### src/rtl/jpbd_pkg.sv
package jpbd_pkg;

	// Token segments, split by dots
	localparam logic [1:0] SEG_HEADER  = 2'd0;
	localparam logic [1:0] SEG_PAYLOAD = 2'd1;
	localparam logic [1:0] SEG_REST    = 2'd2;

	localparam logic [7:0] DOT_CHAR = 8'h2E;  // '.'

	localparam int unsigned ACC_W  = 12;
	localparam int unsigned PEND_W = 3;

	// One result beat as the core produces it
	typedef struct packed {
		logic       has_result;
		logic [7:0] data_byte;
		logic       byte_valid;
		logic       token_done;
		logic       malformed;
	} jpbd_res_t;

endpackage

### src/rtl/jpbd_sextet.sv
// base64url alphabet lookup; '-' maps like '+', '_' like '/'
module jpbd_sextet
	import jpbd_pkg::*;
(
	input  logic [7:0] char_in,
	output logic       sx_valid,
	output logic [5:0] sx_value
);

	always_comb begin
		sx_valid = 1'b1;
		sx_value = 6'd0;
		priority if (char_in >= 8'h41 && char_in <= 8'h5A) begin
			sx_value = 6'(char_in - 8'h41);
		end else if (char_in >= 8'h61 && char_in <= 8'h7A) begin
			sx_value = 6'(char_in - 8'h61 + 8'd26);
		end else if (char_in >= 8'h30 && char_in <= 8'h39) begin
			sx_value = 6'(char_in - 8'h30 + 8'd52);
		end else if (char_in == 8'h2B || char_in == 8'h2D) begin
			sx_value = 6'd62;
		end else if (char_in == 8'h2F || char_in == 8'h5F) begin
			sx_value = 6'd63;
		end else begin
			sx_valid = 1'b0;
		end
	end

endmodule

### src/rtl/jpbd_core.sv
// Segment tracking, bit accumulator and result build for one character
module jpbd_core
	import jpbd_pkg::*;
(
	input  logic       clk,
	input  logic       arst_n,
	input  logic [7:0] char_s1,
	input  logic       final_s1,
	input  logic       fire,
	output jpbd_res_t  res
);

	logic [1:0]        seg_q;
	logic              stopped_q;
	logic [ACC_W-1:0]  acc_q;
	logic [PEND_W-1:0] pend_q;

	logic              sx_valid;
	logic [5:0]        sx_value;
	logic              is_dot;
	logic [1:0]        seg_dot;
	logic              decode;
	logic              emit;
	logic [ACC_W-1:0]  acc_new;
	logic [PEND_W-1:0] sh;
	logic [PEND_W-1:0] pend_new;

	jpbd_sextet u_sextet (
		.char_in  (char_s1),
		.sx_valid (sx_valid),
		.sx_value (sx_value)
	);

	always_comb begin
		is_dot   = (char_s1 == DOT_CHAR);
		seg_dot  = (is_dot && seg_q != SEG_REST) ? seg_q + 2'd1 : seg_q;
		decode   = !is_dot && !final_s1 && seg_q == SEG_PAYLOAD && !stopped_q;
		acc_new  = {acc_q[ACC_W-7:0], sx_value};
		emit     = decode && sx_valid && pend_q != '0;
		sh       = pend_q - PEND_W'(2);
		pend_new = emit ? sh : PEND_W'(6);

		res = '0;
		if (final_s1) begin
			res.has_result = 1'b1;
			res.token_done = 1'b1;
			res.malformed  = (seg_dot != SEG_REST);
		end else if (emit) begin
			res.has_result = 1'b1;
			res.byte_valid = 1'b1;
			res.data_byte  = 8'(acc_new >> sh);
		end
	end

	always_ff @(posedge clk or negedge arst_n) begin
		if (!arst_n) begin
			seg_q     <= SEG_HEADER;
			stopped_q <= 1'b0;
			acc_q     <= '0;
			pend_q    <= '0;
		end else if (fire) begin
			if (final_s1) begin
				seg_q     <= SEG_HEADER;
				stopped_q <= 1'b0;
				acc_q     <= '0;
				pend_q    <= '0;
			end else if (is_dot) begin
				seg_q <= seg_dot;
			end else if (decode) begin
				if (!sx_valid) begin
					stopped_q <= 1'b1;
				end else begin
					acc_q  <= acc_new;
					pend_q <= pend_new;
				end
			end
		end
	end

endmodule

### src/rtl/jwt_payload_base64url_decoder.sv
// JWT payload base64url decoder.
// Input channel (in_valid/in_ready): one token character per beat, with
// final_char set on the last character of the token.
// Output channel (out_valid/out_ready): one result per beat. A byte beat
// has byte_valid set and carries a decoded payload byte. The done beat,
// produced for the last character only, has token_done set and malformed
// high when the token held fewer than two dots; the consumer then drops
// the bytes it already took for that token.
// Only the segment between the first and second dot is decoded. The first
// character there outside the alphabet halts decoding until the token ends.
// A character is held in the input register, then its result in the result
// register.
// Throughput: one character per cycle unless stalled; the input register
// frees up as soon as its character either produces no beat or finds the
// result register free or draining, so in_ready follows out_ready combinationally.
// Stall: while out_ready is low the result register holds; characters that
// produce no beat keep flowing, the next beat-producing one waits in s1.
// Reset (arst_n low): empties both registers and returns to the header
// segment with the accumulator cleared. State also clears after each done.
module jwt_payload_base64url_decoder
	import jpbd_pkg::*;
(
	input  logic       clk,
	input  logic       arst_n,
	input  logic       in_valid,
	output logic       in_ready,
	input  logic [7:0] token_char,
	input  logic       final_char,
	output logic       out_valid,
	input  logic       out_ready,
	output logic [7:0] data_byte,
	output logic       byte_valid,
	output logic       token_done,
	output logic       malformed
);

	// input stage
	logic       valid_s1;
	logic [7:0] char_s1;
	logic       final_s1;

	// result register
	logic       out_valid_q;
	logic [7:0] data_byte_q;
	logic       byte_valid_q;
	logic       token_done_q;
	logic       malformed_q;

	jpbd_res_t  res;
	logic       fire;

	// s1 retires when it makes no beat or the result register can take one
	assign fire     = valid_s1 && (!res.has_result || !out_valid_q || out_ready);
	assign in_ready = !valid_s1 || fire;

	always_ff @(posedge clk or negedge arst_n) begin
		if (!arst_n) begin
			valid_s1 <= 1'b0;
		end else if (in_ready) begin
			valid_s1 <= in_valid;
		end
	end

	always_ff @(posedge clk) begin
		if (in_ready && in_valid) begin
			char_s1  <= token_char;
			final_s1 <= final_char;
		end
	end

	jpbd_core u_core (
		.clk      (clk),
		.arst_n   (arst_n),
		.char_s1  (char_s1),
		.final_s1 (final_s1),
		.fire     (fire),
		.res      (res)
	);

	always_ff @(posedge clk or negedge arst_n) begin
		if (!arst_n) begin
			out_valid_q <= 1'b0;
		end else if (fire && res.has_result) begin
			out_valid_q <= 1'b1;
		end else if (out_ready) begin
			out_valid_q <= 1'b0;
		end
	end

	always_ff @(posedge clk) begin
		if (fire && res.has_result) begin
			data_byte_q  <= res.data_byte;
			byte_valid_q <= res.byte_valid;
			token_done_q <= res.token_done;
			malformed_q  <= res.malformed;
		end
	end

	assign out_valid  = out_valid_q;
	assign data_byte  = data_byte_q;
	assign byte_valid = byte_valid_q;
	assign token_done = token_done_q;
	assign malformed  = malformed_q;

endmodule

### config.mk
export PLATFORM = sky130hd
export DESIGN_NAME = jwt_payload_base64url_decoder
export DESIGN_NICKNAME = d
export VERILOG_FILES = /design/src/rtl/jpbd_pkg.sv /design/src/rtl/jpbd_sextet.sv /design/src/rtl/jpbd_core.sv /design/src/rtl/jwt_payload_base64url_decoder.sv
export SDC_FILE = /design/constraint.sdc
export NUM_CORES = 1
export LEC_CHECK = 0
export ABC_CLOCK_PERIOD_IN_PS = 5900
export CELL_PAD_IN_SITES_DETAIL_PLACEMENT = 1
export CELL_PAD_IN_SITES_GLOBAL_PLACEMENT = 1
export CORE_ASPECT_RATIO = 0.7
export CORE_MARGIN = 8
export CORE_UTILIZATION = 30
export CTS_CLUSTER_DIAMETER = 30
export DETAILED_ROUTE_END_ITERATION = 7
export DONT_BUFFER_PORTS = 1
export GPL_ROUTABILITY_DRIVEN = 0
export PLACE_DENSITY_LB_ADDON = 0.3
export SKIP_LAST_GASP = 1
export SLEW_MARGIN = 10
export SYNTH_ARGS = -nofsm -noshare
export SYNTH_HDL_FRONTEND = slang
export SYNTH_HIERARCHICAL = 1
export SYNTH_SLANG_ARGS = --single-unit
### constraint.sdc
create_clock -name clk -period 5.9 [get_ports clk]
set_input_delay 0.295 -clock clk [delete_from_list [all_inputs] [get_ports clk]]
set_output_delay 0.295 -clock clk [all_outputs]
set_load 0.005 [all_outputs]
# Word level (Yosys, flattened, before mapping)
# Cells that the tools add are included.
# op_classes
n_reduce_logical,32
muxes,31
magnitude_cmp,6
n_bitwise,1
eq_ne,10
addsub,7
shift,1
# ops
cell,n
$mux 6,9
$eq 8x6->1 const B,4
$ge 8x7->1 const B,2
$le 8x7->1 const B,2
$mux 3,5
$logic_and 1x1->1,12
$mux 1,12
$shr 12x3->8,1
$sub 6x6->6 const B,2
$mux 10,1
$eq 8x7->1 const B,1
$ge 8x6->1 const B,1
$le 8x6->1 const B,1
$mux 2,4
$ne 2x2->1 const B,4
$reduce_and 4->1,2
$reduce_bool 2->1,4
$add 6x5->6 const B,1
$add 6x6->6 const B,1
$logic_not 1->1,6
$sub 6x1->6 const B,1
$logic_or 1x1->1,5
$reduce_bool 3->1,1
$sub 3x2->3 const B,1
other kinds (5),5
# word_totals
word_cells,100
reg_bits,34
input_bits,13
out_inout_bits,13

# Depth between registers and ports, before layout
# logic_depth
depth_word,17
ltp_mapped,15
depth_no_buf,13

# Modules after synthesis
# Netlist, hierarchy kept.
# modules_own_cells
module,area_per_inst_um2,instances,cells_per_inst,seq_area_each_um2
jpbd_core,877.1,1,96,275.3
jwt_payload_base64url_decoder,706.9,1,30,650.6
jpbd_sextet,540.5,1,74,0.0

# Worst setup path before layout
# OpenSTA, ideal clock, no wires.
# synth_timing
path_kind,reg2reg
startpoint,register char_s1[2]
endpoint,"register byte_valid_q, in the netlist byte_valid (enable)"
path_slack_ps,1994
arrival_time_ps,3528
path_buffers,2
synth_period_minus_slack_ps,3906
stages_incl_launch_ff,14
setup_time_ps,378
t_required_ps,5522
cell_sequence,edfxtp_1 -> clkbuf_1 -> inv_1 -> ha_1 -> a21oi_1 -> a211oi_1 -> nor4_1 -> or3_1 -> or3b_4 -> a2111o_1 -> buf_2 -> nand2_1 -> nand2_1 -> nor2_1
# synth_rtl
element,line,source
start: declaration,jwt_payload_base64url_decoder.sv:39,logic [7:0] char_s1;
start signal: assignment,jwt_payload_base64url_decoder.sv:66,char_s1 <= token_char;
end signal: assignment,jwt_payload_base64url_decoder.sv:93,byte_valid_q <= res.byte_valid;
end: declaration,jwt_payload_base64url_decoder.sv:45,logic byte_valid_q;

==> results.json <==
{
  "r2r_cells": 11,
  "final_common_cell": "edfxtp_1",
  "place_area_sq_mm": 0.002213,
  "finalSetupViolations": 0,
  "yosys_warnings": 6,
  "worstPathRequired_ns": 5.81,
  "first_pass_iters": 4,
  "cts_sinks": 33,
  "fin_util": 0.3382,
  "synth_area_sq_mm": 0.002125,
  "synth-seq-cells": 33,
  "row_count": 25,
  "hpwl_microns": 3823,
  "relSlewSlack": 0.3951,
  "final_cell_mix": "edfxtp_1 (20), inv_1 (19), nand2_1 (16)",
  "ant_nets": 0,
  "fmax_mhz": 229.3,
  "power_density_mw_per_mm2": 238.7,
  "grt-ovfl-total": 0,
  "final_area_sq_mm": 0.002306,
  "hold_ws_ns": 0.1043,
  "path_class": "flip-flop to flip-flop",
  "period_minus_slack_ns": 4.361,
  "seqPwrFrac": 0.513,
  "outcome": "finished clean",
  "drive_above_1_share": 0.09852,
  "cts_setup_buffers": 0,
  "setup_tns_ns": 0,
  "skew_ns": 0.008430,
  "cts_tree": "done",
  "critical_path.startpoint_type": "flip-flop",
  "fillers": 804,
  "drc_errors": 0,
  "synth_ff_type": "edfxtp_1",
  "worstMarginPinSlew_ns": 0.8948,
  "cp_max_fo": 11,
  "cts_resized": 0,
  "grt_usage": 0.1038,
  "initial_utilization": 0.3116,
  "hold_end": "char_s1[6]",
  "syn_inst": 200,
  "r2r_start": "char_s1[2]",
  "p_comb_frac": 0.184,
  "clk_latency_ns": 0.29,
  "p_int_mw": 0.3856,
  "ios": 26,
  "leakage_nw": 0.8156,
  "vias": 1531,
  "cts_root_buf": "clkbuf_8",
  "async_flop_share": 0.3939,
  "cp_common_cell": "nand2_1",
  "diodes": 0,
  "p_clk_frac": 0.304,
  "dieArea_sq_mm": 0.01007,
  "crit_path_top_delay_cell": "nor2_1",
  "antenna_found_initial": 0,
  "period_share": 0.7392,
  "rr_endpoint": "data_byte[2]",
  "synth.avg_cell_area_sq_um": 10.62,
  "dieWidth_microns": 116.6,
  "arrival_ns": 4.27,
  "grt_pass1_vias": 1607,
  "crit_chain": "inv_1 > ha_1 > a21oi_1 > a211oi_1 > nor4_1 > or3_1 > or3b_4 > a2111o_1 > nand2_1 > nand2_1 > nor2_1",
  "max_cap_viol_count": 0,
  "drt_iter0_markers": 95,
  "hold_class": "primary input to flip-flop",
  "yosysUniqueCellTypes": 57,
  "ir_drop_v": 0.00008785,
  "min_from": "token_char[6]",
  "clockBufferDepth": 2,
  "p_sw_mw": 0.1649,
  "routed_wl_microns": 4836,
  "cts_htree_levels": 2,
  "switching_share": 0.2996,
  "synth_edf_count": 20,
  "wl_per_cell_microns": 16.28,
  "report.final.slew_viol_count": 0,
  "synth_nets": 225,
  "worst_path_largest_cell_delay_ns": 0.65,
  "ys_seq_area_frac": 0.4358,
  "cts_buffers": 5,
  "grt_pass1_wl_microns": 8183,
  "core_area_sq_mm": 0.006819,
  "cp-end-kind": "flip-flop",
  "clk_pin_slew_ns": 0.07,
  "area_growth_syn_to_layout_pct": 8.539,
  "vias_per_cell": 5.155,
  "hold_violations": 0,
  "r2r_setup_slack_ns": 1.54,
  "rsz0062_at_grt": "no",
  "chipHeight_microns": 86.41,
  "hold-path-cell-count": 0,
  "layout.nets": 227,
  "grt_max_degree": 15,
  "portBuffers": 0
}
-- repair_timing --
item,CTS,global route
setup endpoints to repair,0,0
hold endpoints to repair,13,0
hold buffers,1,0
-- worst max path at each step --
stage	depth (start not counted)	endpoint	startpoint	slack, ns
global route	11	token_done	char_s1[2]	1.15
detailed placement	11	data_byte[2]	char_s1[2]	1.52
floorplan	13	byte_valid	char_s1[2]	1.99
finish	11	data_byte[2]	char_s1[2]	1.54
global placement	11	data_byte[0]	char_s1[2]	1.63
CTS	11	token_done	char_s1[2]	1.52
-- flip-flops by register name (all words and copies together) (netlist names), 2 cells and up --
| register | count |
|---|---|
| data_byte | 8 |
| u_core/acc_q | 6 |
| u_core/seg_q | 2 |
| u_core/pend_q | 2 |
| char_s1 | 8 |
-- synthesized netlist by cell type, types with 2 or more instances --
| library cell | number | area share |
|---|---|---|
| nor2b_1 | 7 | 0.021 |
| ha_1 | 12 | 0.071 |
| clkbuf_1 | 2 | 0.0035 |
| nor3_1 | 2 | 0.0047 |
| dfrtp_1 | 13 | 0.15 |
| xnor2_1 | 5 | 0.021 |
| mux2_2 | 2 | 0.011 |
| nand3_1 | 7 | 0.016 |
| o211ai_1 | 3 | 0.011 |
| mux2i_1 | 12 | 0.057 |
| o21ai_0 | 5 | 0.012 |
| o311ai_0 | 3 | 0.012 |
| a21oi_1 | 3 | 0.0071 |
| buf_2 | 2 | 0.0047 |
| edfxtp_1 | 20 | 0.28 |
| inv_1 | 19 | 0.034 |
| nand2_1 | 16 | 0.028 |
| a211oi_1 | 12 | 0.042 |
| a22oi_1 | 4 | 0.014 |
| nor2_1 | 10 | 0.018 |
| o221ai_1 | 5 | 0.021 |
-- routing by layer --
metal  up-vias  GRT usage  wire length, microns
met5         -          0                     0
li1        752          -                     -
met4         0    0.03704                    53
met2        35     0.1506                  1944
met1       737     0.1380                  2538
met3         7    0.03747                   300
-- per-stage QoR --
step	power [mW]	worst slack, ns	instances
global placement	0.3845	1.632	288
finish	0.5505	1.539	297
global route	0.5802	1.149	297
detailed placement	0.3850	1.523	288
CTS	0.5577	1.516	297
floorplan	0.3606	1.994	200
-- cell type report --
cell class                      count  area [sq um]  area share
Multi-Input combinational cell    140          1091      0.4731
Tap cell                           94         117.6     0.05100
Inverter                           21         78.83     0.03418
Timing Repair Buffer                1         10.01    0.004341
Sequential cell                    33         925.9      0.4015
Clock inverter                      2         10.01    0.004341
Clock buffer                        6         72.57     0.03147
-- power by group through the flow --
stage                     logic, mW  clock network, mW  registers, mW
after CTS                     0.101              0.174          0.282
after global routing          0.114              0.181          0.285
final                         0.101              0.167          0.282
after detailed placement     0.0980                  0          0.287
after global placement       0.0973                  0          0.287
after floorplan              0.0813                  0          0.279
-- critical path, delay by kind of cell (launching register included) --
kind                     cells  cell delay (ns)
AND/OR/NAND/NOR              6             2.13
AO/OA/AOI/OAI                3             0.83
flip-flops                   1             0.56
adder cells (fa/ha/maj)      1             0.29
buffers and inverters        1             0.17
-- kinds of logic after synthesis --
group / count (synthesis) / share of synthesized area
xor+xnor: 6 / 0.02473
buf+inv: 27 / 0.05065
compound gates: 47 / 0.1773
simple gates: 61 / 0.1737
mux: 14 / 0.06714
fa+ha+maj: 12 / 0.07067
flops: 33 / 0.4358
Note: power is estimated with default switching activity, not from simulation.
